--- src/rtl/core/tbrl_pkg.sv ---
// package for the token bucket rate limiter
// shared widths, command and register codes, divide-by-1000 constants and stage types
// no dependencies
package tbrl_pkg;

  // default sizes of the stored state
  localparam int LEVEL_WIDTH_DEF = 32;
  localparam int TIME_WIDTH_DEF  = 32;

  // fixed port widths
  localparam int CMD_W       = 3;
  localparam int VAL_W       = 31;
  localparam int NOW_W       = 32;
  localparam int CFG_W       = 31;
  localparam int REPORT_W    = 32;
  localparam int CFG_INDEX_W = 1;

  // request commands
  localparam logic [CMD_W-1:0] CMD_TRY_CONSUME = 3'd0;
  localparam logic [CMD_W-1:0] CMD_CONSUME     = 3'd1;
  localparam logic [CMD_W-1:0] CMD_AVAILABLE   = 3'd2;
  localparam logic [CMD_W-1:0] CMD_INIT        = 3'd3;
  localparam logic [CMD_W-1:0] CMD_REARM       = 3'd4;

  // configuration register indexes
  localparam logic [CFG_INDEX_W-1:0] REG_MAX_LEVEL = 1'd0;
  localparam logic [CFG_INDEX_W-1:0] REG_FILL_RATE = 1'd1;

  // timing constants
  localparam int REFILL_GAP_MS = 100;
  localparam int MS_PER_SEC    = 1000;
  localparam int MS_LOG2_CEIL  = 10;

  // fill_rate = FQ * 1000 + FR
  localparam int FQ_W = 22;
  localparam int FR_W = 10;

  // fill_rate / 1000 by reciprocal, exact for 31-bit operands
  localparam int                      RATE_PROD_W   = 63;
  localparam int                      RATE_RECIP_SH = 41;
  localparam logic [RATE_PROD_W-1:0]  RATE_RECIP    = 63'd2199023256;

  // (fr * r) / 1000 by reciprocal, exact for 20-bit operands
  localparam int                       SMALL_IN_W     = 2 * FR_W;
  localparam int                       SMALL_PROD_W   = 41;
  localparam int                       SMALL_RECIP_SH = 30;
  localparam logic [SMALL_PROD_W-1:0]  SMALL_RECIP    = 41'd1073742;

  // refill amount is TIME_WIDTH + ADD_EXTRA bits wide
  localparam int ADD_EXTRA = 21;

  // saturation bounds of the reported level
  localparam logic signed [REPORT_W-1:0] REPORT_MAX = 32'sh7FFF_FFFF;
  localparam logic signed [REPORT_W-1:0] REPORT_MIN = 32'sh8000_0000;

  // reported value when shaping is off
  localparam logic [VAL_W-1:0] AVAIL_ALL = '1;

  // register load enables of the pipeline
  typedef struct packed {
    logic ld0;
    logic ld1;
    logic ld2;
    logic ld3;
    logic ldo;
  } pipe_en_t;

  // fill rate split for the refill multiply
  typedef struct packed {
    logic            on;
    logic [FQ_W-1:0] fq;
    logic [FR_W-1:0] fr;
  } rate_split_t;

  // command and value carried down the pipeline
  typedef struct packed {
    logic [CMD_W-1:0] cmd;
    logic [VAL_W-1:0] val;
  } item_t;

endpackage

--- src/rtl/core/tbrl_cfg.sv ---
// configuration registers of the token bucket rate limiter
// holds max_level and fill_rate, and splits fill_rate into quotient and remainder by 1000
// depends on tbrl_pkg
module tbrl_cfg (
  input  logic                                clk,
  input  logic                                rst,
  input  logic                                cfg_valid,
  input  logic [tbrl_pkg::CFG_INDEX_W-1:0]    cfg_index,
  input  logic [tbrl_pkg::CFG_W-1:0]          cfg_data,
  output logic [tbrl_pkg::CFG_W-1:0]          max_level,
  output tbrl_pkg::rate_split_t               rate
);
  import tbrl_pkg::*;

  logic [CFG_W-1:0]       fill_rate;
  logic [FQ_W-1:0]        fq;
  logic [FR_W-1:0]        fr;
  logic [RATE_PROD_W-1:0] fq_prod;
  logic [CFG_W-1:0]       fq_ms;

  // quotient of the written rate by 1000
  assign fq_prod = RATE_PROD_W'(cfg_data) * RATE_RECIP;

  // remainder is registered in the cycle after the write
  assign fq_ms = CFG_W'(fq) * CFG_W'(MS_PER_SEC);

  // register writes, one transaction per cycle
  always_ff @(posedge clk) begin
    if (rst) begin
      max_level <= '0;
      fill_rate <= '0;
      fq        <= '0;
      fr        <= '0;
    end else begin
      fr <= FR_W'(fill_rate - fq_ms);
      if (cfg_valid) begin
        unique case (cfg_index)
          REG_MAX_LEVEL: begin
            max_level <= cfg_data;
          end
          REG_FILL_RATE: begin
            fill_rate <= cfg_data;
            fq        <= fq_prod[RATE_RECIP_SH+FQ_W-1:RATE_RECIP_SH];
          end
          default: begin
          end
        endcase
      end
    end
  end

  assign rate.on = (fill_rate != '0);
  assign rate.fq = fq;
  assign rate.fr = fr;

endmodule

--- config.mk ---
export PLATFORM = sky130hd
export DESIGN_NAME = tbrl_cfg
export DESIGN_NICKNAME = d
export VERILOG_FILES = /design/src/rtl/core/tbrl_pkg.sv /design/src/rtl/core/tbrl_cfg.sv
export SDC_FILE = /design/constraint.sdc
export NUM_CORES = 1
export LEC_CHECK = 0
export ABC_AREA = 0
export ABC_CLOCK_PERIOD_IN_PS = 9400
export BUFFER_PORTS_ARGS = -buffer_cell sky130_fd_sc_hd__buf_2
export CAP_MARGIN = 20
export CORE_MARGIN = 4
export CORE_UTILIZATION = 65
export CTS_CLUSTER_SIZE = 28
export DETAILED_ROUTE_END_ITERATION = 16
export GPL_ROUTABILITY_DRIVEN = 1
export PLACE_DENSITY = 0.89
export SLEW_MARGIN = 20
export SYNTH_ARGS = -nofsm -noshare
export SYNTH_HDL_FRONTEND = slang
export SYNTH_SLANG_ARGS = --single-unit
--- constraint.sdc ---
create_clock -name clk -period 9.4 [get_ports clk]
set_input_delay 1.88 -clock clk [delete_from_list [all_inputs] [get_ports clk]]
set_output_delay 1.88 -clock clk [all_outputs]
set_load 0.02 [all_outputs]
==> flow_metrics.env <==
export IMPL_status="finished clean"
export IMPL_antenna_found_initial=0
export IMPL_numPortBuffers=98
export IMPL_drc=0
export IMPL_cp_slowest_cell="fa_1"
export IMPL_yosys_top_cells_count="552 x inv_1, 398 x ha_1, 291 x fa_1"
export IMPL_htree_num_levels=3
export IMPL_grt_overflow=0
export IMPL_synth_async_sr_flop_share_pct=0
export IMPL_path_max_fanout=12
export IMPL_post_route_period_util_pct=91.2
export IMPL_insertion_delay_ns=0.34
export IMPL_worst_hold_slack_ns=0.458
export IMPL_slew_violations=0
export IMPL_fin_util_pct=71.1
export IMPL_crit_type="in2reg"
export IMPL_netlist_top_cells_area="fa_1 32%, ha_1 28%, inv_1 11%"
export IMPL_die_width_microns=175
export IMPL_fill_cells=2014
export IMPL_ant_nets=0
export IMPL_cts_sinks=94
export IMPL_hold_viol=0
export IMPL_cts_repair_resized=0
export IMPL_synth_edff_count=0
export IMPL_max_clock_freq_ghz=0.117
export IMPL_critPathCaptureType="flop"
export IMPL_grt_max_degree=87
export IMPL_synth_distinct_cells=56
export IMPL_die_area_sq_mm=0.0305
export IMPL_numCtsBuffers=9
export IMPL_netlist_instances=1929
export IMPL_path_common_cell="fa_1"
export IMPL_fp_coreArea_sq_mm=0.0271
export IMPL_grt_pass1_wl_mm=78.2
export IMPL_diodes=0
export IMPL_drt_pass1_iter_count=5
export IMPL_synth_area_leader_cell="fa_1"
export IMPL_multi_input_area_sq_mm=0.0140
export IMPL_syn_nets=2653
export IMPL_setup_viol=0
export IMPL_yosys_warnings=0
export IMPL_rows=60
export IMPL_grt_pass1_vias=14900
export IMPL_grt_usage_pct=33.0
export IMPL_routed_wl_mm=49.1
export IMPL_die_h_microns=175
export IMPL_areaGrowthSynthToFinish_pct=6.98
export IMPL_cts_buffer_depth=2
export IMPL_maxCapViolCount=0
export IMPL_routedWlPerCell_microns=20.5
export IMPL_slowest_delay_ns=0.53
export IMPL_hpwlAfterDp_mm=41.4
export IMPL_start_kind="primary input"
export IMPL_critPathRequiredTime_ns=9.64
export IMPL_avgSynthCellArea_sq_um=9.34
export IMPL_drive_above_1_share_pct=6.68
export IMPL_post_synth_top_count_cell="inv_1"
export IMPL_gp_congestion=1.04
export IMPL_synth_seq_cells=94
export IMPL_netlist_area_sq_mm=0.0180
export IMPL_rsz0062_at_grt="false"
export IMPL_min_period_ns=8.58
export IMPL_skew_ns=0.00677
export IMPL_hold_class="reg2reg"
export IMPL_viasPerCell=5.73
export IMPL_cts_tree="done"
export IMPL_clk_pin_slew_worst_paths_ns=0.07
export IMPL_slew_headroom_pct=33.7
export IMPL_synth_ff_type="dfxtp_1"
export IMPL_fin_setup_tns_ns=0
export IMPL_worst_ep_arrival_time_ns=8.82
export IMPL_cts_hold_buffers=0
export IMPL_vias=13700
export IMPL_worstMarginPinSlew_ns=0.991
export IMPL_yosysTopAreaCellShare_pct=32.3
export IMPL_cts_root_buf="clkbuf_16"
export IMPL_yosysSeqAreaShare_pct=10.4
export IMPL_cts_setup_buffers=0
export IMPL_final_nets=2742
export IMPL_initial_core_util_pct=66.5
export IMPL_ios=99
export IMPL_regArea_sq_mm=0.00188
export IMPL_drt_iter0_markers=930
==> layout by cell type, fill, tap and decap left out, types with 3 or more instances in the layout <==
master     instances
a22o_1            10
a211oi_1          14
bufinv_16          3
a211o_1            4
and4_1             4
nor2_1            29
xor2_1             7
clkbuf_16          9
dfxtp_1           94
xnor2_1           27
or3_1              7
and2_1             3
and3_1             5
inv_1            552
buf_2             98
nor3_1             8
or4_1              3
nand4_1           11
nor4_1             8
ha_1             398
nand3_1           12
buf_4              8
o21bai_1           7
o211ai_1           3
a21o_1            22
o21ai_0           30
nand2b_1           4
nor2b_1            8
nand2_1          171
a21oi_1          123
fa_1             291
o21a_1             4
==> worst paths after layout <==
check	cells after the start	slack [ns]	start	endpoint
hold reg to reg	2	0.46	max_level[4]	max_level[4]
setup reg to reg	12	5.95	fq[1]	fr[9]
hold / removal	2	0.46	max_level[4]	max_level[4]
setup / recovery	25	0.82	cfg_data[6]	fq[18]
==> worst max-delay path: cells and delay by family <==
kind            cells  cell delay, ns
simple gates        1            0.25
buf+inv             7            0.69
fa+ha+maj           9            4.11
compound gates      8            1.91
==> sequential cells by signal, summed over array words and instances (netlist names) <==
register,flops
fq,22
fr,10
fill_rate,31
max_level,31
==> through the flow <==
stage	instances	instance area, sq um	worst slack (ns)
after floorplan	1929	18000	1.45
after global placement	2379	18900	0.698
after detailed placement	2379	18900	0.528
after CTS	2394	19300	0.893
after global routing	2394	19300	0.592
final	2394	19300	0.823
==> cells by family after synthesis <==
kind of cell             synth area share [%]
AO/OA/AOI/OAI                            8.90
XOR/XNOR                                 1.65
adder cells (fa/ha/maj)                  60.0
buffers and inverters                    12.1
flip-flops                               10.4
multiplexers                           0.0555
AND/OR/NAND/NOR                          6.91
==> layer usage <==
metal | global-route usage, % | up-vias | share of wire [%]
met3 | 6.98 | 162 | 8.3
li1 | - | 6245 | -
met2 | 55.6 | 638 | 48
met5 | 0 | - | 0
met1 | 42.1 | 6683 | 39
met4 | 12.7 | 0 | 4.8
==> layout make-up <==
class	instances	area share, %
Clock buffer	9	1.17
Sequential cell	94	9.76
Multi-Input combinational cell	1255	72.5
Inverter	552	10.7
Tap cell	372	2.41
Clock inverter	6	0.604
Timing Repair Buffer	106	2.86
Power is not shown: default switching activity piles up to over one toggle a cycle in this logic, so the estimate is an artifact.
