`config.mk`:
```
export PLATFORM = sky130hd
export DESIGN_NAME = tbrl_refill
export DESIGN_NICKNAME = d
export VERILOG_FILES = /design/src/rtl/core/tbrl_pkg.sv /design/src/rtl/core/tbrl_refill.sv
export SDC_FILE = /design/constraint.sdc
export NUM_CORES = 2
export LEC_CHECK = 0
export BUFFER_PORTS_ARGS = -buffer_cell sky130_fd_sc_hd__buf_2
export CAP_MARGIN = 40
export CORE_ASPECT_RATIO = 1.4
export CORE_MARGIN = 5
export CORE_UTILIZATION = 65
export DETAILED_ROUTE_END_ITERATION = 7
export GPL_ROUTABILITY_DRIVEN = 0
export HOLD_SLACK_MARGIN = 0.08
export MAX_ROUTING_LAYER = met4
export PLACE_DENSITY = 0.83
export RECOVER_POWER = 50
export REMOVE_ABC_BUFFERS = 1
export SLEW_MARGIN = 20
export SYNTH_ARGS = -nofsm -noshare
export SYNTH_HDL_FRONTEND = slang
export SYNTH_SLANG_ARGS = --single-unit
```
`constraint.sdc`:
```
create_clock -name clk -period 21.7 [get_ports clk]
set_input_delay 3.255 -clock clk [delete_from_list [all_inputs] [get_ports clk]]
set_output_delay 3.255 -clock clk [all_outputs]
set_load 0.01 [all_outputs]
```
`src/rtl/core/tbrl_pkg.sv`:
```
// package for the token bucket rate limiter
// shared widths, command and register codes, divide-by-1000 constants and stage types
// no dependencies
package tbrl_pkg;

  // default sizes of the stored state
  localparam int LEVEL_WIDTH_DEF = 32;
  localparam int TIME_WIDTH_DEF  = 32;

  // fixed port widths
  localparam int CMD_W       = 3;
  localparam int VAL_W       = 31;
  localparam int NOW_W       = 32;
  localparam int CFG_W       = 31;
  localparam int REPORT_W    = 32;
  localparam int CFG_INDEX_W = 1;

  // request commands
  localparam logic [CMD_W-1:0] CMD_TRY_CONSUME = 3'd0;
  localparam logic [CMD_W-1:0] CMD_CONSUME     = 3'd1;
  localparam logic [CMD_W-1:0] CMD_AVAILABLE   = 3'd2;
  localparam logic [CMD_W-1:0] CMD_INIT        = 3'd3;
  localparam logic [CMD_W-1:0] CMD_REARM       = 3'd4;

  // configuration register indexes
  localparam logic [CFG_INDEX_W-1:0] REG_MAX_LEVEL = 1'd0;
  localparam logic [CFG_INDEX_W-1:0] REG_FILL_RATE = 1'd1;

  // timing constants
  localparam int REFILL_GAP_MS = 100;
  localparam int MS_PER_SEC    = 1000;
  localparam int MS_LOG2_CEIL  = 10;

  // fill_rate = FQ * 1000 + FR
  localparam int FQ_W = 22;
  localparam int FR_W = 10;

  // fill_rate / 1000 by reciprocal, exact for 31-bit operands
  localparam int                      RATE_PROD_W   = 63;
  localparam int                      RATE_RECIP_SH = 41;
  localparam logic [RATE_PROD_W-1:0]  RATE_RECIP    = 63'd2199023256;

  // (fr * r) / 1000 by reciprocal, exact for 20-bit operands
  localparam int                       SMALL_IN_W     = 2 * FR_W;
  localparam int                       SMALL_PROD_W   = 41;
  localparam int                       SMALL_RECIP_SH = 30;
  localparam logic [SMALL_PROD_W-1:0]  SMALL_RECIP    = 41'd1073742;

  // refill amount is TIME_WIDTH + ADD_EXTRA bits wide
  localparam int ADD_EXTRA = 21;

  // saturation bounds of the reported level
  localparam logic signed [REPORT_W-1:0] REPORT_MAX = 32'sh7FFF_FFFF;
  localparam logic signed [REPORT_W-1:0] REPORT_MIN = 32'sh8000_0000;

  // reported value when shaping is off
  localparam logic [VAL_W-1:0] AVAIL_ALL = '1;

  // register load enables of the pipeline
  typedef struct packed {
    logic ld0;
    logic ld1;
    logic ld2;
    logic ld3;
    logic ldo;
  } pipe_en_t;

  // fill rate split for the refill multiply
  typedef struct packed {
    logic            on;
    logic [FQ_W-1:0] fq;
    logic [FR_W-1:0] fr;
  } rate_split_t;

  // command and value carried down the pipeline
  typedef struct packed {
    logic [CMD_W-1:0] cmd;
    logic [VAL_W-1:0] val;
  } item_t;

endpackage

```
`src/rtl/core/tbrl_refill.sv`:
```
// refill amount pipeline of the token bucket rate limiter
// stages 0 to 3: time difference and refill decision, then fill_rate*elapsed/1000
// depends on tbrl_pkg
module tbrl_refill #(
  parameter int TIME_WIDTH = tbrl_pkg::TIME_WIDTH_DEF
) (
  input  logic                                         clk,
  input  logic                                         rst,
  input  tbrl_pkg::pipe_en_t                           en,
  input  logic [tbrl_pkg::CMD_W-1:0]                   command,
  input  logic [tbrl_pkg::VAL_W-1:0]                   value,
  input  logic [tbrl_pkg::NOW_W-1:0]                   now_ms,
  input  tbrl_pkg::rate_split_t                        rate,
  output tbrl_pkg::item_t                              s3_item,
  output logic                                         s3_refill,
  output logic [TIME_WIDTH+tbrl_pkg::ADD_EXTRA-1:0]    s3_add
);
  import tbrl_pkg::*;

  // elapsed time is positive, so N bits carry it
  localparam int N     = TIME_WIDTH - 1;
  localparam int Q_W   = N - MS_LOG2_CEIL + 1;
  localparam int ADD_W = TIME_WIDTH + ADD_EXTRA;
  localparam int FQD_W = N + FQ_W;
  localparam int FRQ_W = N + 1;
  localparam int QP_W  = 2 * N + 1;
  localparam int RK    = N + MS_LOG2_CEIL + 1;
  localparam logic [RK-1:0] ONE_K   = 1;
  localparam logic [RK-1:0] RECIP_K =
    ((ONE_K << (N + MS_LOG2_CEIL)) + RK'(MS_PER_SEC - 1)) / RK'(MS_PER_SEC);
  localparam logic [N:0] D_RECIP = RECIP_K[N:0];

  logic [TIME_WIDTH-1:0] last_refill;

  item_t                  s0_item;
  logic [TIME_WIDTH-1:0]  s0_now;
  item_t                  s1_item;
  logic                   s1_refill;
  logic [N-1:0]           s1_d;
  logic [Q_W-1:0]         s1_q;
  logic [FQD_W-1:0]       s1_fqd;
  item_t                  s2_item;
  logic                   s2_refill;
  logic [SMALL_IN_W-1:0]  s2_frr;
  logic [FRQ_W-1:0]       s2_frq;
  logic [FQD_W-1:0]       s2_fqd;

  logic [TIME_WIDTH-1:0]  diff;
  logic                   late;
  logic                   fill_cmd;
  logic                   refill_next;
  logic                   stamp;
  logic [N-1:0]           d;
  logic [QP_W-1:0]        q_prod;
  logic [FQD_W-1:0]       fqd_next;
  logic [N-1:0]           q_ms;
  logic [N-1:0]           r_full;
  logic [SMALL_IN_W-1:0]  frr_next;
  logic [FRQ_W-1:0]       frq_next;
  logic [SMALL_PROD_W-1:0] low_prod;
  logic [FR_W-1:0]        low_term;
  logic [ADD_W-1:0]       add_next;

  // stage 0: input register
  always_ff @(posedge clk) begin
    if (en.ld0) begin
      s0_item.cmd <= command;
      s0_item.val <= value;
      s0_now      <= TIME_WIDTH'(now_ms);
    end
  end

  // time since the last refill, read as signed
  assign diff     = s0_now - last_refill;
  assign late     = !diff[TIME_WIDTH-1] && (diff > TIME_WIDTH'(REFILL_GAP_MS));
  assign fill_cmd = (s0_item.cmd == CMD_TRY_CONSUME) || (s0_item.cmd == CMD_CONSUME) ||
                    (s0_item.cmd == CMD_AVAILABLE);
  assign refill_next = rate.on && fill_cmd && late;
  assign stamp       = refill_next || (s0_item.cmd == CMD_INIT) ||
                       (s0_item.cmd == CMD_REARM);

  // elapsed split by 1000, and the high part of the product
  assign d        = diff[N-1:0];
  assign q_prod   = QP_W'(d) * QP_W'(D_RECIP);
  assign fqd_next = FQD_W'(d) * FQD_W'(rate.fq);

  // refill time stamp, updated as the item leaves stage 0
  always_ff @(posedge clk) begin
    if (rst) begin
      last_refill <= '0;
    end else if (en.ld1 && stamp) begin
      last_refill <= s0_now;
    end
  end

  // stage 1
  always_ff @(posedge clk) begin
    if (en.ld1) begin
      s1_item   <= s0_item;
      s1_refill <= refill_next;
      s1_d      <= d;
      s1_q      <= q_prod[QP_W-1:N+MS_LOG2_CEIL];
      s1_fqd    <= fqd_next;
    end
  end

  // remainder of elapsed by 1000, and the cross terms
  assign q_ms     = N'(s1_q) * N'(MS_PER_SEC);
  assign r_full   = s1_d - q_ms;
  assign frr_next = SMALL_IN_W'(rate.fr) * SMALL_IN_W'(r_full[FR_W-1:0]);
  assign frq_next = FRQ_W'(rate.fr) * FRQ_W'(s1_q);

  // stage 2
  always_ff @(posedge clk) begin
    if (en.ld2) begin
      s2_item   <= s1_item;
      s2_refill <= s1_refill;
      s2_frr    <= frr_next;
      s2_frq    <= frq_next;
      s2_fqd    <= s1_fqd;
    end
  end

  // low term divided by 1000, then the full refill amount
  assign low_prod = SMALL_PROD_W'(s2_frr) * SMALL_RECIP;
  assign low_term = low_prod[SMALL_RECIP_SH+FR_W-1:SMALL_RECIP_SH];
  assign add_next = ADD_W'(s2_fqd) + ADD_W'(s2_frq) + ADD_W'(low_term);

  // stage 3
  always_ff @(posedge clk) begin
    if (en.ld3) begin
      s3_item   <= s2_item;
      s3_refill <= s2_refill;
      s3_add    <= add_next;
    end
  end

  // the time stamp moves only with an item leaving stage 0
  a_stamp_hold: assert property (@(posedge clk) disable iff (rst)
    !en.ld1 |=> $stable(last_refill))
    else $error("refill time changed without a transaction");

  // init always records its time
  a_init_stamp: assert property (@(posedge clk) disable iff (rst)
    (en.ld1 && (s0_item.cmd == CMD_INIT)) |=> (last_refill == $past(s0_now)))
    else $error("init did not record the time");

endmodule

```
==> flow_summary.toml <==
[sta]
slew_violations = 560
period_share = 0.525
finalHoldViolations = 0
finClkSkew_ps = 29.8
period_needed_ps = 11380
max_slew.worst_pin.slew_ps = 4850
setup_tns_ps = 0
fmax_mhz = 87.9
relSlewSlack = -2.23
rsz0062_at_grt = "no"
finalSetupViolCount = 0

[critical_path]
cp.required_ps = 22020
critical_path.max_stage_delay_ps = 1760
cp_max_fo = 34
worst_ep_arrival_time_ps = 11700
endpoint_kind = "flip-flop"
crit_type = "reg -> reg"
path_common_cell = "fa_1"
slowest_stage = "clkbuf_1"
start_kind = "flip-flop"

[routing]
vias_per_cell = 6.01
firstDrtPassIters = 6
drc = 0
wl_per_cell_um = 20.9
postRouteAntennaNets = 0
drt_iter0_drc = 3434
wl_met2_mm = 87.5
wl_met3_mm = 9.94
wl_met1_mm = 56.8
wirelength_mm = 170
vias = 48999
top_layer = "met4"

[layout]
multi_input_area_um2 = 50800
layout_common_cells = "1321 x inv_1, 1185 x fa_1, 961 x ha_1"
ff_latch_area_um2 = 13100
fillCellCount = 7487
final_cells = 8150
final_common_cell = "inv_1"
nets = 9002
drive_above_1_share = 0.0506
area_delta_synth_final_pct = 5.45

[cts]
cts_tree = "done"
cts_max_level = 2
cts.repair.resized = 0
cts.sinks = 446
cts_buffers = 41
post_cts_buffers = 0
postCtsHoldBufs = 0
clock_latency_ps = 600
root_buffer = "clkbuf_16"
clk_pin_slew_ps = 70
cts.path.max_buffers = 3

[logic_synthesis]
yosys-top-cells-area = "fa_1 34%, edfxtp_1 18%, ha_1 17%"
synth-edff-count = 414
synth_seq_cells = 446
ys.flop_type = "edfxtp_1"
async_reset_ff_frac = 0
ys_types = 76
netlist_instances = 6716
synth_area_leader_cell = "fa_1"
synth_area_um2 = 69500
ys_seq_area_frac = 0.188
synth_top_area_share = 0.341
yosys_warnings = 0
avgSynthCellArea_um2 = 10.3

[grt]
track_usage = 0.314
grt-ovfl-total = 0
antenna_found_initial = 1
grt_pass1_wl_mm = 275
grt_max_degree = 114
grt_pass1_vias = 54400

[worst_hold_path]
hold_path_class = "reg -> reg"

[outcome]
status = "complete, but fails checks"
violations = "max-capacitance violations, max-slew violations"

[placement]
dp_hpwl_mm = 135
dp_cells = 8072
io_buffer_count = 192

[floorplanning]
fp.dieH_um = 397
num_rows = 142
initial_core_util = 0.652
die_w_um = 286
die_area_um2 = 114000
io_pins = 194
coreArea_um2 = 107000

[flow_run]
maxCapViolations = 13
==> logic make-up (layout without fill, tap and decap cells) <==
family,count (synthesis),count (layout),synth area share
adder cells (fa/ha/maj),2146,2146,0.514
AND/OR/NAND/NOR,1638,1638,0.117
buffers and inverters,1576,1641,0.0856
AO/OA/AOI/OAI,678,678,0.0643
flip-flops,446,446,0.188
XOR/XNOR,210,210,0.0265
multiplexers,22,22,0.00382
other,0,1,0
==> flip-flops by register name, summed over array words and instances, names as in the netlist, 34 cells and up <==
| signal | flops |
|---|---|
| s1_fqd | 53 |
| s2_fqd | 53 |
| s3_add | 53 |
| s0_item | 34 |
| s1_item | 34 |
| s2_item | 34 |
| s3_item | 34 |
==> final timing paths <==
path	cells past startpoint	slack, ps	from	end
hold reg to reg	0	410	s2_item[14]	s3_item[14]
setup reg to reg	28	10320	s0_now[0]	s1_q[19]
hold / removal	0	410	s2_item[14]	s3_item[14]
setup / recovery	28	10320	s0_now[0]	s1_q[19]
==> critical path: cells and delay by family, from the launching register on <==
family                     cells  cell delay [ps]
xor gates and xnor gates       2              270
adders and majority gates     11             4780
DFF                            1              390
and+or+nand+nor                2              940
buffers and inverters          4             1990
AOI/OAI and AO/OA              9             2720
==> cell usage after synthesis (6+ instances only) <==
library cell / count
fa_1: 1185
and4_1: 10
nand2b_1: 50
a21oi_1: 216
o211ai_1: 24
o21bai_1: 38
or4b_1: 30
nor3b_1: 8
or2_2: 8
nor2b_1: 34
a311oi_1: 6
o21ai_0: 101
mux2_4: 8
a211oi_1: 36
ha_1: 961
nand4_1: 31
edfxtp_1: 414
xor2_1: 66
nand2_1: 696
a31oi_1: 12
xnor2_1: 144
and2_1: 451
a41oi_1: 8
o311ai_0: 11
clkbuf_1: 243
o21a_1: 33
nor3_1: 55
nor2_1: 153
o311ai_1: 23
a21o_1: 107
or3_1: 10
and3_1: 26
nand3_1: 53
nor4_1: 8
inv_1: 1321
mux2i_1: 10
dfxtp_1: 32
==> layout make-up <==
cell class / instances / area share
multi-input combinational: 4694 / 0.693
sequential: 446 / 0.178
inverter: 1321 / 0.0677
tap: 1368 / 0.0234
timing repair buffer: 246 / 0.0184
clock buffer: 49 / 0.0148
clock inverter: 25 / 0.00459
antenna: 1 / 0.0000341
==> per-layer routing <==
metal	vias to the layer above	GRT usage
met2	2122	0.547
met4	0	0.223
met5	-	-
met1	24517	0.331
met3	894	0.0387
li1	21466	-
==> per-stage QoR <==
stage	instance area [µm²]	util	hold WS (ps)	setup WS [ps]
finish	73300	0.687	409	10320
global route	73300	0.687	421	10070
CTS	73400	0.688	411	10870
detailed placement	71900	0.675	405	10920
global placement	71800	0.674	400	11160
floorplan	68500	-	400	11790
Power is left out: the tool's default activity adds up to more than one toggle a clock period on the data nets, which glitch-free logic cannot reach.
