--- src/rtl/core/tbrl_pkg.sv ---
// package for the token bucket rate limiter
// shared widths, command and register codes, divide-by-1000 constants and stage types
// no dependencies
package tbrl_pkg;

  // default sizes of the stored state
  localparam int LEVEL_WIDTH_DEF = 32;
  localparam int TIME_WIDTH_DEF  = 32;

  // fixed port widths
  localparam int CMD_W       = 3;
  localparam int VAL_W       = 31;
  localparam int NOW_W       = 32;
  localparam int CFG_W       = 31;
  localparam int REPORT_W    = 32;
  localparam int CFG_INDEX_W = 1;

  // request commands
  localparam logic [CMD_W-1:0] CMD_TRY_CONSUME = 3'd0;
  localparam logic [CMD_W-1:0] CMD_CONSUME     = 3'd1;
  localparam logic [CMD_W-1:0] CMD_AVAILABLE   = 3'd2;
  localparam logic [CMD_W-1:0] CMD_INIT        = 3'd3;
  localparam logic [CMD_W-1:0] CMD_REARM       = 3'd4;

  // configuration register indexes
  localparam logic [CFG_INDEX_W-1:0] REG_MAX_LEVEL = 1'd0;
  localparam logic [CFG_INDEX_W-1:0] REG_FILL_RATE = 1'd1;

  // timing constants
  localparam int REFILL_GAP_MS = 100;
  localparam int MS_PER_SEC    = 1000;
  localparam int MS_LOG2_CEIL  = 10;

  // fill_rate = FQ * 1000 + FR
  localparam int FQ_W = 22;
  localparam int FR_W = 10;

  // fill_rate / 1000 by reciprocal, exact for 31-bit operands
  localparam int                      RATE_PROD_W   = 63;
  localparam int                      RATE_RECIP_SH = 41;
  localparam logic [RATE_PROD_W-1:0]  RATE_RECIP    = 63'd2199023256;

  // (fr * r) / 1000 by reciprocal, exact for 20-bit operands
  localparam int                       SMALL_IN_W     = 2 * FR_W;
  localparam int                       SMALL_PROD_W   = 41;
  localparam int                       SMALL_RECIP_SH = 30;
  localparam logic [SMALL_PROD_W-1:0]  SMALL_RECIP    = 41'd1073742;

  // refill amount is TIME_WIDTH + ADD_EXTRA bits wide
  localparam int ADD_EXTRA = 21;

  // saturation bounds of the reported level
  localparam logic signed [REPORT_W-1:0] REPORT_MAX = 32'sh7FFF_FFFF;
  localparam logic signed [REPORT_W-1:0] REPORT_MIN = 32'sh8000_0000;

  // reported value when shaping is off
  localparam logic [VAL_W-1:0] AVAIL_ALL = '1;

  // register load enables of the pipeline
  typedef struct packed {
    logic ld0;
    logic ld1;
    logic ld2;
    logic ld3;
    logic ldo;
  } pipe_en_t;

  // fill rate split for the refill multiply
  typedef struct packed {
    logic            on;
    logic [FQ_W-1:0] fq;
    logic [FR_W-1:0] fr;
  } rate_split_t;

  // command and value carried down the pipeline
  typedef struct packed {
    logic [CMD_W-1:0] cmd;
    logic [VAL_W-1:0] val;
  } item_t;

endpackage

--- src/rtl/core/tbrl_level.sv ---
// token level update and result register of the token bucket rate limiter
// applies the refill, executes the command and saturates the reported level
// depends on tbrl_pkg
module tbrl_level #(
  parameter int LEVEL_WIDTH = tbrl_pkg::LEVEL_WIDTH_DEF,
  parameter int TIME_WIDTH  = tbrl_pkg::TIME_WIDTH_DEF
) (
  input  logic                                         clk,
  input  logic                                         rst,
  input  tbrl_pkg::pipe_en_t                           en,
  input  tbrl_pkg::item_t                              s3_item,
  input  logic                                         s3_refill,
  input  logic [TIME_WIDTH+tbrl_pkg::ADD_EXTRA-1:0]    s3_add,
  input  logic [tbrl_pkg::CFG_W-1:0]                   max_level,
  input  tbrl_pkg::rate_split_t                        rate,
  output logic                                         granted,
  output logic [tbrl_pkg::VAL_W-1:0]                   avail_value,
  output logic [tbrl_pkg::REPORT_W-1:0]                level_now
);
  import tbrl_pkg::*;

  localparam int LW    = LEVEL_WIDTH;
  localparam int ADD_W = TIME_WIDTH + ADD_EXTRA;
  localparam int XW    = ((LW > REPORT_W) ? LW : REPORT_W) + 2;
  localparam int CW    = (ADD_W > LW + 1) ? ADD_W : LW + 1;
  localparam logic signed [LW-1:0] LVL_MAX = {1'b0, {(LW-1){1'b1}}};
  localparam logic signed [LW-1:0] LVL_MIN = {1'b1, {(LW-1){1'b0}}};

  logic signed [LW-1:0]   level;
  logic signed [LW-1:0]   level_next;
  logic signed [XW-1:0]   ml_x;
  logic signed [XW-1:0]   lmax_x;
  logic signed [XW-1:0]   cap_x;
  logic signed [LW-1:0]   cap;
  logic signed [LW:0]     headroom;
  logic                   full;
  logic signed [LW-1:0]   lvl1;
  logic signed [XW-1:0]   lvl1_x;
  logic signed [XW-1:0]   level_x;
  logic signed [XW-1:0]   val_x;
  logic signed [XW-1:0]   sub_x;
  logic signed [XW-1:0]   next_x;
  logic                   grant_next;
  logic [VAL_W-1:0]       avail_next;
  logic [REPORT_W-1:0]    report_next;

  // ceiling: max_level limited to what the level can hold
  assign ml_x   = $signed(XW'(max_level));
  assign lmax_x = XW'(LVL_MAX);
  assign cap_x  = (ml_x < lmax_x) ? ml_x : lmax_x;
  assign cap    = cap_x[LW-1:0];

  // refill: add, or go to the cap when the amount does not fit
  assign headroom = (LW+1)'(cap) - (LW+1)'(level);
  assign full     = (level >= cap) || (CW'(s3_add) >= CW'($unsigned(headroom)));
  assign lvl1     = !s3_refill ? level : (full ? cap : level + LW'(s3_add));

  assign lvl1_x  = XW'(lvl1);
  assign level_x = XW'(level);
  assign val_x   = $signed(XW'(s3_item.val));
  assign sub_x   = lvl1_x - val_x;

  // command execution
  always_comb begin
    level_next = level;
    grant_next = 1'b1;
    avail_next = '0;
    unique case (s3_item.cmd)
      CMD_TRY_CONSUME: begin
        if (rate.on) begin
          if (lvl1_x >= val_x) begin
            level_next = sub_x[LW-1:0];
          end else begin
            level_next = lvl1;
            grant_next = 1'b0;
          end
        end
      end
      CMD_CONSUME: begin
        if (rate.on) begin
          if (sub_x < XW'(LVL_MIN)) begin
            level_next = LVL_MIN;
          end else begin
            level_next = sub_x[LW-1:0];
          end
          grant_next = !level_next[LW-1];
        end
      end
      CMD_AVAILABLE: begin
        if (rate.on) begin
          level_next = lvl1;
          if (lvl1_x > val_x) avail_next = lvl1_x[VAL_W-1:0];
        end else begin
          avail_next = AVAIL_ALL;
        end
      end
      CMD_INIT: begin
        level_next = (val_x < cap_x) ? val_x[LW-1:0] : cap;
      end
      CMD_REARM: begin
        level_next = (level_x > cap_x) ? cap : level;
      end
      default: begin
      end
    endcase
  end

  // level report saturated to 32 bits
  assign next_x = XW'(level_next);
  always_comb begin
    if (next_x > XW'(REPORT_MAX)) begin
      report_next = REPORT_MAX;
    end else if (next_x < XW'(REPORT_MIN)) begin
      report_next = REPORT_MIN;
    end else begin
      report_next = next_x[REPORT_W-1:0];
    end
  end

  // token level state
  always_ff @(posedge clk) begin
    if (rst) begin
      level <= '0;
    end else if (en.ldo) begin
      level <= level_next;
    end
  end

  // result register
  always_ff @(posedge clk) begin
    if (en.ldo) begin
      granted     <= grant_next;
      avail_value <= avail_next;
      level_now   <= report_next;
    end
  end

  // only a shaped consume can be refused
  a_deny_cmd: assert property (@(posedge clk) disable iff (rst)
    (en.ldo && !grant_next) |->
      (rate.on && ((s3_item.cmd == CMD_TRY_CONSUME) || (s3_item.cmd == CMD_CONSUME))))
    else $error("refusal on a command that always grants");

  // init never leaves the level above the cap
  a_init_cap: assert property (@(posedge clk) disable iff (rst)
    (en.ldo && (s3_item.cmd == CMD_INIT)) |=> (level <= $past(cap)))
    else $error("init level above the cap");

endmodule

--- config.mk ---
export PLATFORM = sky130hd
export DESIGN_NAME = tbrl_level
export DESIGN_NICKNAME = d
export VERILOG_FILES = /design/src/rtl/core/tbrl_pkg.sv /design/src/rtl/core/tbrl_level.sv
export SDC_FILE = /design/constraint.sdc
export NUM_CORES = 1
export LEC_CHECK = 0
export BUFFER_PORTS_ARGS = -buffer_cell sky130_fd_sc_hd__buf_2
export CAP_MARGIN = 5
export CORE_MARGIN = 5
export CORE_UTILIZATION = 59
export DETAILED_ROUTE_END_ITERATION = 8
export PLACE_DENSITY = 0.83
export SETUP_SLACK_MARGIN = 0.15
export SYNTH_ARGS = -nofsm -noshare
export SYNTH_HDL_FRONTEND = slang
export SYNTH_SLANG_ARGS = --single-unit
--- constraint.sdc ---
create_clock -name clk -period 13.1 [get_ports clk]
set_input_delay 2.62 -clock clk [delete_from_list [all_inputs] [get_ports clk]]
set_output_delay 2.62 -clock clk [all_outputs]
set_load 0.005 [all_outputs]
==> results by group <==
Routing
  • Pre-antenna DRT Iters: 9
  • Final ANT Viol Nets: 0
  • Via count: 15339
  • Post-route DRC: 0
  • Drt initial violations: 1994
  • Routed wire length: 54000 microns
  • Vias per cell: 6.891
  • Wire per inst: 24.26 microns

Critical path
  • Worst-path maximum fanout: 13
  • Worst Setup End Kind: flop
  • FF-to-FF path depth: 36
  • WP data required: 13240 ps
  • CP max stage cell: o311ai_0
  • Reg-to-Reg Start: level[1]$_SDFFE_PP0P_
  • Crit path launch type: primary input
  • WP data arrival: 12140 ps
  • CP Class: in -> reg
  • Reg-to-Reg End: level_now[6]$_SDFFCE_PN1P_
  • Critical path launch point: max_level[0]
  • R2R Setup Slk: 2940 ps
  • Worst stage delay on the critical path: 940 ps

Min path
  • Min-Delay Path Depth: 2
  • Startpoint of the worst hold path: level[13]$_SDFFE_PP0P_
  • Hold path endpoint: level[13]$_SDFFE_PP0P_
  • HP Class: reg -> reg

Power and ir drop
  • Gate power share: 0.520
  • Clock power share: 0.202
  • Pleak: 6.802 nW
  • Sequential share of power: 0.278
  • Power Total: 1.339 mW
  • Int Power: 0.7481 mW
  • Max IR drop VDD: 59.99 uV
  • Switch share: 0.4415
  • Switching pwr: 0.5913 mW
  • Pwr dens: 90.34 mW/mm^2

CTS
  • Reg clk slew, reported paths: 90 ps
  • # Post-CTS Setup Buffers: 0
  • Bufs on Longest Clock Path: 2
  • Clock Tree Root: clkbuf_16
  • # hold bufs at CTS: 0
  • CTS tree: done
  • CTS sink cnt: 96
  • CTS resizes: 0
  • Cts bufs inserted: 9
  • Skew-Pair Late Insertion Delay: 370 ps
  • Htree depth: 3

Floorplanning
  • Die X: 160.5 microns
  • CORE AREA: 0.02243 sq mm
  • Die Y: 160.5 microns
  • Starting density of the core: 0.5954
  • IO Count: 223
  • Full die area: 0.02575 sq mm
  • Core Rows: 55

Job
  • Max-cap violation count: 0

Place
  • Routability cong.: 0.9935
  • Post-placement setup slack: 1029 ps
  • Post-DP HPWL: 43120 microns
  • Post-placement cell area: 0.01454 sq mm
  • Placed Instances: 2210
  • IO buf count: 186

Synth
  • Fraction of registers with async set/reset: 0
  • Yosys warnings: 0
  • Dominant synthesized flop cell: edfxtp_1
  • EDFF count, synth: 64
  • Synth Register Bits: 96
  • Synthesized area per cell: 7.405 sq um
  • Syn nets: 2123
  • Mapped cell area: 0.01336 sq mm
  • Post-synthesis sequential area ratio: 0.1918
  • Mapped Cells: 1804
  • Synth cell types: 86

Global routing
  • Grt ovf: 0
  • Largest net degree at the start of global routing: 55
  • First-pass GRT wire length: 81610 microns
  • Initial antenna violation count: 0
  • Vias in the first global route: 14653
  • Tot GR Track Use: 0.4048

STA
  • Fin Setup TNS: 0 ps
  • Final setup fails: 0
  • Setup ws final: 1102 ps
  • Final Hold Vio Count: 0
  • RSZ-0062 raised after global routing: no
  • Worst-margin pin slew: 1177 ps
  • Worst slew margin: 0.2153
  • Hold WS: 568.2 ps
  • Fin. max-slew vios: 0
  • Fmax: 83.35 MHz
  • Clock Skew: 17.86 ps
  • Tmin final: 12000 ps
  • Period utilization: 0.9159

Layout
  • Area grow syn2layout: 11.00%
  • Layout Cells excl Fill: 2226
  • Nets: 2255
  • Ant diodes: 0
  • Share of post-route cells with drive strength above 1: 0.1417
  • Final Instance Area: 0.01483 sq mm
  • Final Util: 0.6609

Run status
  • Run status: complete, no violations
-- cells in the final DEF (no fill, tap or decap), types with 12 or more instances in the layout --
cell	n
a21oi_1	229
buf_2	185
nor2_1	183
inv_1	158
ha_1	157
nand2_1	134
o21ai_0	114
edfxtp_1	64
a21o_1	45
xnor2_1	40
a31oi_1	37
nand3_1	35
dfxtp_1	32
nor3_1	31
buf_4	31
xor2_1	29
nand4_1	28
o211ai_1	24
a211oi_1	22
o21a_1	21
nand2b_1	19
o21bai_1	19
and3_1	16
a221oi_1	15
and2_1	15
mux2i_1	15
o221ai_1	14
nor4_1	13
a311oi_1	12
-- logic make-up after synthesis --
family                   synth area share
AO/OA/AOI/OAI                      0.3351
AND/OR/NAND/NOR                    0.1879
buffers and inverters             0.07297
adder cells (fa/ha/maj)            0.1516
flip-flops                         0.1918
XOR/XNOR                          0.04524
multiplexers                      0.01545
-- sequential cells by signal (all words and copies together) (netlist names) --
| name | flops |
|---|---|
| level_now | 32 |
| level | 32 |
| avail_value | 31 |
| granted | 1 |
-- layout make-up --
class / instances / area [sq um]
fill: 2018 / 7607
sequential: 96 / 2562
clock buffer: 9 / 225.2
timing repair buffer: 218 / 1199
tap: 285 / 356.6
inverter: 158 / 593.1
multi-input combinational: 1453 / 9828
clock inverter: 7 / 62.56
-- synthesized netlist by cell type, types with 7 or more instances --
| cell | instances | share of area |
|---|---|---|
| a22oi_1 | 8 | 0.0045 |
| dfxtp_1 | 32 | 0.048 |
| nand3_1 | 35 | 0.013 |
| a21o_1 | 45 | 0.025 |
| a21oi_1 | 229 | 0.086 |
| o211ai_1 | 24 | 0.013 |
| a31oi_1 | 37 | 0.017 |
| nor4_1 | 13 | 0.0061 |
| and2_1 | 15 | 0.0070 |
| clkbuf_1 | 84 | 0.024 |
| xor2_1 | 29 | 0.019 |
| a211o_1 | 10 | 0.0066 |
| nand4_1 | 28 | 0.013 |
| o221ai_1 | 14 | 0.0092 |
| nor3_1 | 31 | 0.012 |
| inv_1 | 158 | 0.044 |
| edfxtp_1 | 64 | 0.14 |
| and3_1 | 16 | 0.0075 |
| o31a_1 | 8 | 0.0052 |
| a211oi_1 | 22 | 0.012 |
| nand2b_1 | 19 | 0.0089 |
| and4_1 | 9 | 0.0059 |
| xnor2_1 | 40 | 0.026 |
| o21bai_1 | 19 | 0.011 |
| o31ai_1 | 9 | 0.0051 |
| o21ai_0 | 114 | 0.043 |
| o21a_1 | 21 | 0.012 |
| ha_1 | 157 | 0.15 |
| a221oi_1 | 15 | 0.0098 |
| nor2_1 | 184 | 0.052 |
| a311oi_1 | 12 | 0.0079 |
| mux2i_1 | 15 | 0.011 |
| nand2_1 | 134 | 0.038 |
| nor2b_1 | 11 | 0.0052 |
| a222oi_1 | 10 | 0.0075 |
| or2_2 | 7 | 0.0033 |
-- power by group through the flow --
stage,sequential (mW),clock (mW),combinational (mW)
after floorplan,0.372,0,0.467
after global placement,0.378,0,0.658
after detailed placement,0.378,0,0.673
after CTS,0.372,0.270,0.677
after global routing,0.374,0.283,0.760
final,0.372,0.271,0.697
-- worst max-delay path: cells and delay by family --
family                     cells  cell delay (ps)
buffers and inverters          5              690
AOI/OAI and AO/OA             18             5190
adders and majority gates      4             1180
and+or+nand+nor               12             2430
-- per-layer routing --
layer,global-route usage,routed length [microns],share of wire
met1,0.4944,19960,0.37
met3,0.05876,5327,0.099
met5,0,0,0
met4,0.2718,4440,0.082
met2,0.6623,24270,0.45
-- worst max path at each step --
stage	endpoint	slack (ps)	depth (start not counted)
2_1_floorplan	level_now[3]$_SDFFCE_PN1P_	2490	40
3_3_place_gp	level_now[3]$_SDFFCE_PN1P_	1110	41
3_5_place_dp	level_now[3]$_SDFFCE_PN1P_	1030	39
4_1_cts	level_now[3]$_SDFFCE_PN1P_	1350	39
5_1_grt	level_now[24]$_SDFFCE_PN1P_	460	41
6_report	level_now[6]$_SDFFCE_PN1P_	1100	39
No activity file was read; power rests on OpenSTA's default activity.
