`src/rtl/core/tbrl_pkg.sv`:
```
// package for the token bucket rate limiter
// shared widths, command and register codes, divide-by-1000 constants and stage types
// no dependencies
package tbrl_pkg;

  // default sizes of the stored state
  localparam int LEVEL_WIDTH_DEF = 32;
  localparam int TIME_WIDTH_DEF  = 32;

  // fixed port widths
  localparam int CMD_W       = 3;
  localparam int VAL_W       = 31;
  localparam int NOW_W       = 32;
  localparam int CFG_W       = 31;
  localparam int REPORT_W    = 32;
  localparam int CFG_INDEX_W = 1;

  // request commands
  localparam logic [CMD_W-1:0] CMD_TRY_CONSUME = 3'd0;
  localparam logic [CMD_W-1:0] CMD_CONSUME     = 3'd1;
  localparam logic [CMD_W-1:0] CMD_AVAILABLE   = 3'd2;
  localparam logic [CMD_W-1:0] CMD_INIT        = 3'd3;
  localparam logic [CMD_W-1:0] CMD_REARM       = 3'd4;

  // configuration register indexes
  localparam logic [CFG_INDEX_W-1:0] REG_MAX_LEVEL = 1'd0;
  localparam logic [CFG_INDEX_W-1:0] REG_FILL_RATE = 1'd1;

  // timing constants
  localparam int REFILL_GAP_MS = 100;
  localparam int MS_PER_SEC    = 1000;
  localparam int MS_LOG2_CEIL  = 10;

  // fill_rate = FQ * 1000 + FR
  localparam int FQ_W = 22;
  localparam int FR_W = 10;

  // fill_rate / 1000 by reciprocal, exact for 31-bit operands
  localparam int                      RATE_PROD_W   = 63;
  localparam int                      RATE_RECIP_SH = 41;
  localparam logic [RATE_PROD_W-1:0]  RATE_RECIP    = 63'd2199023256;

  // (fr * r) / 1000 by reciprocal, exact for 20-bit operands
  localparam int                       SMALL_IN_W     = 2 * FR_W;
  localparam int                       SMALL_PROD_W   = 41;
  localparam int                       SMALL_RECIP_SH = 30;
  localparam logic [SMALL_PROD_W-1:0]  SMALL_RECIP    = 41'd1073742;

  // refill amount is TIME_WIDTH + ADD_EXTRA bits wide
  localparam int ADD_EXTRA = 21;

  // saturation bounds of the reported level
  localparam logic signed [REPORT_W-1:0] REPORT_MAX = 32'sh7FFF_FFFF;
  localparam logic signed [REPORT_W-1:0] REPORT_MIN = 32'sh8000_0000;

  // reported value when shaping is off
  localparam logic [VAL_W-1:0] AVAIL_ALL = '1;

  // register load enables of the pipeline
  typedef struct packed {
    logic ld0;
    logic ld1;
    logic ld2;
    logic ld3;
    logic ldo;
  } pipe_en_t;

  // fill rate split for the refill multiply
  typedef struct packed {
    logic            on;
    logic [FQ_W-1:0] fq;
    logic [FR_W-1:0] fr;
  } rate_split_t;

  // command and value carried down the pipeline
  typedef struct packed {
    logic [CMD_W-1:0] cmd;
    logic [VAL_W-1:0] val;
  } item_t;

endpackage

```
`src/rtl/core/tbrl_ctrl.sv`:
```
// pipeline control of the token bucket rate limiter
// keeps the stage valid bits and the load enables, bubbles collapse, stall passes back through full stages
// depends on tbrl_pkg
module tbrl_ctrl (
  input  logic                clk,
  input  logic                rst,
  input  logic                req_valid,
  input  logic                rsp_stall,
  output logic                req_stall,
  output logic                rsp_valid,
  output tbrl_pkg::pipe_en_t  en
);
  import tbrl_pkg::*;

  logic v0;
  logic v1;
  logic v2;
  logic v3;
  logic vout;
  logic take0;
  logic take1;
  logic take2;
  logic take3;
  logic take_out;

  // a stage can take a new item when empty or when its item moves on
  assign take_out = !vout || !rsp_stall;
  assign take3    = !v3 || take_out;
  assign take2    = !v2 || take3;
  assign take1    = !v1 || take2;
  assign take0    = !v0 || take1;

  assign en.ld0 = req_valid && take0;
  assign en.ld1 = v0 && take1;
  assign en.ld2 = v1 && take2;
  assign en.ld3 = v2 && take3;
  assign en.ldo = v3 && take_out;

  assign req_stall = !take0;
  assign rsp_valid = vout;

  // stage occupancy
  always_ff @(posedge clk) begin
    if (rst) begin
      v0   <= 1'b0;
      v1   <= 1'b0;
      v2   <= 1'b0;
      v3   <= 1'b0;
      vout <= 1'b0;
    end else begin
      if (take0)    v0   <= req_valid;
      if (take1)    v1   <= v0;
      if (take2)    v2   <= v1;
      if (take3)    v3   <= v2;
      if (take_out) vout <= v3;
    end
  end

  // the input only stalls with every stage full
  a_stall_full: assert property (@(posedge clk) disable iff (rst)
    req_stall |-> (v0 && v1 && v2 && v3 && vout))
    else $error("input stalled with a free stage");

  // an unstalled output always takes what stage three held
  a_out_moves: assert property (@(posedge clk) disable iff (rst)
    (vout && !rsp_stall) |=> (rsp_valid == $past(v3)))
    else $error("output register did not advance");

endmodule

```
`config.mk`:
```
export PLATFORM = sky130hd
export DESIGN_NAME = tbrl_ctrl
export DESIGN_NICKNAME = d
export VERILOG_FILES = /design/src/rtl/core/tbrl_pkg.sv /design/src/rtl/core/tbrl_ctrl.sv
export SDC_FILE = /design/constraint.sdc
export NUM_CORES = 1
export LEC_CHECK = 0
export BUFFER_PORTS_ARGS = -buffer_cell sky130_fd_sc_hd__buf_2
export CORE_AREA = 3 3 40 42
export CTS_CLUSTER_SIZE = 30
export DETAILED_ROUTE_END_ITERATION = 12
export DIE_AREA = 0 0 43 45
export SKIP_LAST_GASP = 1
export SLEW_MARGIN = 15
export SYNTH_ARGS = -nofsm -noshare
export SYNTH_HDL_FRONTEND = slang
export SYNTH_SLANG_ARGS = --single-unit
```
`constraint.sdc`:
```
create_clock -name clk -period 1 [get_ports clk]
set_clock_uncertainty 0.1 [all_clocks]
set_input_delay 0.1 -clock clk [delete_from_list [all_inputs] [get_ports clk]]
set_output_delay 0.1 -clock clk [all_outputs]
set_load 0.02 [all_outputs]
```
==> run metrics, run 1 <==
status=complete, but fails checks; failing checks=setup timing; minimum clock period=1.29 ns; initial drt markers=0; total power=0.523 mW; io pins=11; via count=237; register share of total power=39.7%; Reg2Reg Setup Slack=-0.20 ns; switching share of power=24.5%; EDFF count, synth=0; Worst-Margin Slew=0.153 ns; combinational family with the most area after synthesis=simple AND/OR/NAND/NOR gates; CTS buffer count=3; period utilization=129%; fraction of registers with async set/reset=0%; CP max FO=5; leakage=0.215 nW; hold path cells=2; Die W=43 um; adder-cell area share of the yosys netlist=0%; dpl hpwl=404 um; GR Overflow Total=0; CP arrival=1.09 ns; Clk pwr share=45.6%; GRT Util Overall=6.76%; clock root cell=clkbuf_4; CP cell instances=nand4_4 -> o21a_4 -> buf_6; # DRC=0; CTS tree=done; Peak VDD IR=0.00100 V; initial core utilization=18.2%; hold crit path type=primary input to flop; Yosys reg bits=5; die area=1940 um^2; largest net degree at the start of global routing=8; number of H-tree levels=1; Ys Warns=0; Reg2Reg Depth=5; P_sw=0.128 mW; clk buf depth=2; CP endpoint kind=output pin; post-DR vias/cell=3.76; fmax=774 MHz; synthesized instance count=24; Post-Syn Area=234 um^2; max incr delay on CP=0.35 ns; overall die height=45 um; Max Cap Violations=0; CTS Sinks=5; initial antenna violation count=0; Post-Synth XOR/XNOR Area=0%; PortBufs=10; leading area contributor after synthesis=dfxtp_1; Hold Vio Cnt, Final=0; syn nets=28; RSZ-0062 raised after global routing=true; Slew headroom=89.7%; Slowest cell on crit path=dfxtp_2; final net count=53; Synth Flop Type=dfxtp_1; P_int=0.395 mW; post-route design area=483 um^2; most common cell in the netlist=dfxtp_1; first-pass GRT wire length=897 um; drt pass-1 iters=1; vias in the first global route=215; Critical Path RT=0.80 ns; Compound-Gate Fraction of Synth Area=26.7%; Final Setup Violations=10; Gate power share=14.7%; post-synthesis mux area share=0%; Final Max Tran Viols=0; Min Hold Slack=0.00852 ns; TNS Setup=-1.98 ns; Post-synth top cells=5 x dfxtp_1, 3 x a21oi_1; number of diodes=0; layout cells sized above 1=72.9%; Worst setup SP type=flop; num rows=13; sequential fraction of the synthesis area=42.8%; crit path kind=flop to output pin; area grow syn2layout=106%; smallest setup slack after layout=-0.293 ns; clock-pin slew on the worst setup and hold paths=0.05 ns; syn_area_per_cell=9.75 um^2; Synth area leaders=dfxtp_1 43%, o31ai_2 11%, nand4_4 9.1%, a21oi_1 6.4%, o21a_1 6.4%; clk_lat worst skew=0.24 ns; average wire per standard cell=9.51 um; Routed Antenna Nets=0; Synth Area in Simple Gates=27.3%; CORE AREA=1280 um^2; Power Density=1080 nW/um^2; Netlist cell types=13; WL final=599 um; post-synth top area share=42.8%; Area after DPL=363 um^2; global placer's final weighted congestion=0.758
==> registers in the layout, indices dropped and copies added (netlist names) <==
name	flops
rsp_valid	1
v0	1
v2	1
v1	1
v3	1
==> kinds of logic after synthesis <==
logic type,Yosys count
AOI/OAI and AO/OA,8
buffers and inverters,2
DFF,5
and+or+nand+nor,9
==> critical path, delay by kind of cell (launching register included) <==
family / cells / cell delay [ns]
AO/OA/AOI/OAI: 1 / 0.24
buffers and inverters: 1 / 0.12
AND/OR/NAND/NOR: 1 / 0.14
flip-flops: 1 / 0.35
==> layout by cell type (no fill, tap or decap), types with 2 or more instances in the layout <==
| cell type | n |
|---|---|
| buf_2 | 4 |
| dfxtp_1 | 2 |
| clkbuf_4 | 3 |
| buf_4 | 7 |
| dfxtp_4 | 2 |
| inv_1 | 2 |
| buf_6 | 8 |
| a21oi_1 | 2 |
| o31ai_2 | 2 |
| nand2b_1 | 2 |
==> what timing repair did <==
item                       CTS  global route
hold endpoints to repair     1             0
setup buffers                4             0
resized for setup           13             8
cloned                       0             0
setup endpoints to repair    9            10
hold buffers                 1             0
pin swaps                    5             4
==> layer usage <==
layer	track usage [%]	wire [um]	share of wire [%]	vias to the layer above
met3	5.98	31	5.2	0
met5	0	0	0	-
met1	7.26	282	47	101
li1	-	-	-	131
met2	9.88	284	47	5
met4	1.81	0	0	0
==> path summary, 6_finish.rpt <==
check,startpoint,to
worst max-delay path,v2,en[4]
worst min-delay path,rst,v2
worst max register to register,v2,v0
worst min register to register,v3,v3
==> per-stage QoR <==
step	worst slack (ns)	std cells	utilization [%]
after floorplan	0.00112	24	-
after global routing	-0.324	63	37.6
after detailed placement	-0.102	55	28.2
after global placement	-0.0807	55	28.2
after CTS	-0.310	63	35.5
final	-0.293	63	37.6
==> layout make-up <==
type	count	area, um^2
well taps	15	18.8
multi-input cells	17	149
flip-flops and latches	5	109
repair buffers	20	173
fillers	128	802
clock buffers	4	26.3
inverters	2	7.51
==> power groups by stage <==
stage	clock network [mW]	registers [mW]	logic, mW
floorplan	0	0.213	0.0288
global placement	0	0.212	0.0602
detailed placement	0	0.213	0.0603
CTS	0.249	0.209	0.0733
global route	0.260	0.208	0.0833
finish	0.239	0.208	0.0771
No activity file was read; power rests on OpenSTA's default activity.
==> inputs of run 2 (changes only) <==
==> constraint.sdc (replaced) <==
create_clock -name clk -period 1 [get_ports clk]
set_clock_uncertainty 0.1 [all_clocks]
set_input_delay 0.2 -clock clk [delete_from_list [all_inputs] [get_ports clk]]
set_output_delay 0.2 -clock clk [all_outputs]
set_load 0.02 [all_outputs]
==> run 2 against run 1 <==
  * The flow still finishes with violations (setup timing)
  * Worst hold slack better by 0.084 ns
  * Cell count down 1.6%
  * Global-route usage increased by 1.8 points
  * Utilization shrank 1.7 points
  * Critical path depth did not move
  * Sequential share of layout area rose by 1.0 points
  * Register-to-register slack better by 0.12 ns
  * Wire length is 9.5% higher
  * Sequential cell count unchanged
  * Worst setup slack worse by 0.13 ns
  * Maximum frequency fell by 9.3%
  * Via count is 6.8% higher
  * Critical path type unchanged
==> run metrics, run 2 (same netlist as run 1, synthesis figures left out) <==
status=complete, but fails checks (unchanged); failing checks=setup timing (unchanged); placed cells=55 (unchanged); Register Area=109 um^2 (unchanged); Layout Utilization=35.9% (was 37.6%); overall die height=45 um (unchanged); max incr delay on CP=0.36 ns (was 0.35 ns); end of the worst hold path=v0 (was v2); commonest non-fill, non-tap cell in the layout=buf_4 (was buf_6); CP bufs+invs=1 (unchanged); worst slack, placed=-0.177 ns (was -0.102 ns); area grow syn2layout=97.3% (was 106%); P_sw=0.137 mW (was 0.128 mW); Routed Antenna Nets=0 (unchanged); vias in the first global route=249 (was 215); Max Cap Violations=0 (unchanged); Reg2Reg Depth=3 (was 5); CORE AREA=1280 um^2 (unchanged); hold_buf cts=0 (was 1); die area=1940 um^2 (unchanged); io pins=11 (unchanged); switching share of power=25.8% (was 24.5%); crit path kind=flop to output pin (unchanged); Gate power share=14.0% (was 14.7%); Worst R2R Start=v3 (was v2); CP endpoint kind=output pin (unchanged); most frequent cells in the layout=12 x buf_4, 4 x buf_2, 3 x clkbuf_4, 3 x buf_6 (was 8 x buf_6, 7 x buf_4, 4 x buf_2); initial antenna violation count=0 (unchanged); leakage=0.200 nW (was 0.215 nW); smallest setup slack after layout=-0.425 ns (was -0.293 ns); Power Density=1150 nW/um^2 (was 1080 nW/um^2); Peak VDD IR=0.000477 V (was 0.00100 V); clock root cell=clkbuf_4 (unchanged); CTS Sinks=5 (unchanged); register share of total power=39.1% (was 39.7%); clock-pin slew on the worst setup and hold paths=0.05 ns (about the same); post-route design area=462 um^2 (was 483 um^2); minimum clock period=1.43 ns (was 1.29 ns); GR Overflow Total=0 (unchanged); Slowest cell on crit path=dfxtp_4 (was dfxtp_2); FF-to-FF End=v0 (unchanged); layout cells sized above 1=74.5% (was 72.9%); CTS tree=done (unchanged); final non-filler cell total=62 (was 63); initial core utilization=18.2% (unchanged); Die W=43 um (unchanged); RSZ-0062 raised after global routing=true (unchanged); number of diodes=0 (unchanged); CP max FO=5 (unchanged); Final Setup Violations=9 (was 10); Critical Path RT=0.70 ns (was 0.80 ns); Worst-Margin Slew=0.175 ns (was 0.153 ns); TNS Setup=-2.38 ns (was -1.98 ns); CP arrival=1.13 ns (was 1.09 ns); number of H-tree levels=1 (unchanged); multi-input logic area=156 um^2 (was 149 um^2); total power=0.530 mW (was 0.523 mW); P_int=0.393 mW (was 0.395 mW); Area after DPL=372 um^2 (was 363 um^2); hold crit path type=primary input to flop (unchanged); clk_lat worst skew=0.25 ns (was 0.24 ns); Reg2Reg Setup Slack=-0.08 ns (was -0.20 ns); global placer's final weighted congestion=0.686 (was 0.758); via count=253 (was 237); fmax=702 MHz (was 774 MHz); # DRC=0 (unchanged); Worst setup SP type=flop (unchanged); Clk pwr share=46.8% (was 45.6%); initial drt markers=11 (was 0); WL final=656 um (was 599 um); final net count=52 (was 53); CTS buffer count=3 (unchanged); Min Hold Slack=0.0924 ns (was 0.00852 ns); dpl hpwl=425 um (was 404 um); PortBufs=10 (unchanged); num rows=13 (unchanged); Slew headroom=88.3% (was 89.7%); Crit path max-delay family=flip-flops (unchanged); Hold Startpoint=req_valid (was rst); Hold Vio Cnt, Final=0 (unchanged); Final Max Tran Viols=0 (unchanged); post-DR vias/cell=4.08 (was 3.76); hold path cells=3 (was 2); first-pass GRT wire length=1110 um (was 897 um); period utilization=143% (was 129%); CP cell instances=nand4_4 -> o21a_4 -> buf_2 (was nand4_4 -> o21a_4 -> buf_6); largest net degree at the start of global routing=8 (unchanged); drt pass-1 iters=2 (was 1); GRT Util Overall=8.56% (was 6.76%); Fill cells=144 (was 128); average wire per standard cell=10.6 um (was 9.51 um); clk buf depth=2 (unchanged)
## run 2: tightest hold or removal path, delay by kind of cell
family / cells / cell delay, ns
and+or+nand+nor: 1 / 0.06
AOI/OAI and AO/OA: 1 / 0.05
buffers and inverters: 1 / 0.09
## run 2: worst max-delay path by stage
stage | from | to | depth (start not counted)
2_1_floorplan | rsp_valid | req_stall | 2
3_3_place_gp | v2 | en[3] | 3
3_5_place_dp | v2 | en[3] | 3
4_1_cts | v3 | en[3] | 3
5_1_grt | v3 | en[3] | 3
6_report | v3 | en[3] | 3
## run 2: power by group through the flow
stage	Sequential [mW]	Clock, mW	Combinational, mW
after floorplan	0.214	0	0.0317
after global placement	0.213	0	0.0621
after detailed placement	0.213	0	0.0624
after CTS	0.207	0.256	0.0735
after global routing	0.207	0.274	0.0803
final	0.207	0.248	0.0742
## run 2: timing repair
| action | CTS | global route |
|---|---|---|
| pin swaps | 1 | 0 |
| setup buffers | 3 | 0 |
| setup endpoints to repair | 10 | 11 |
| resized for setup | 13 | 1 |
## run 2: routing by layer
layer  share of wire [%]  global-route usage (%)  vias to the layer above
met2                  48                    12.6                        9
met4                 3.8                    9.04                        0
met5                   0                       0                        -
met3                 6.6                    3.98                        3
li1                    -                       -                      128
met1                  42                    8.63                      113
## run 2: area by class of cell
class,count,area share [%]
clock buffer,4,5.69
multi-input combinational,17,33.9
inverter,2,1.63
tap,15,4.07
sequential,5,23.6
timing repair buffer,19,31.2
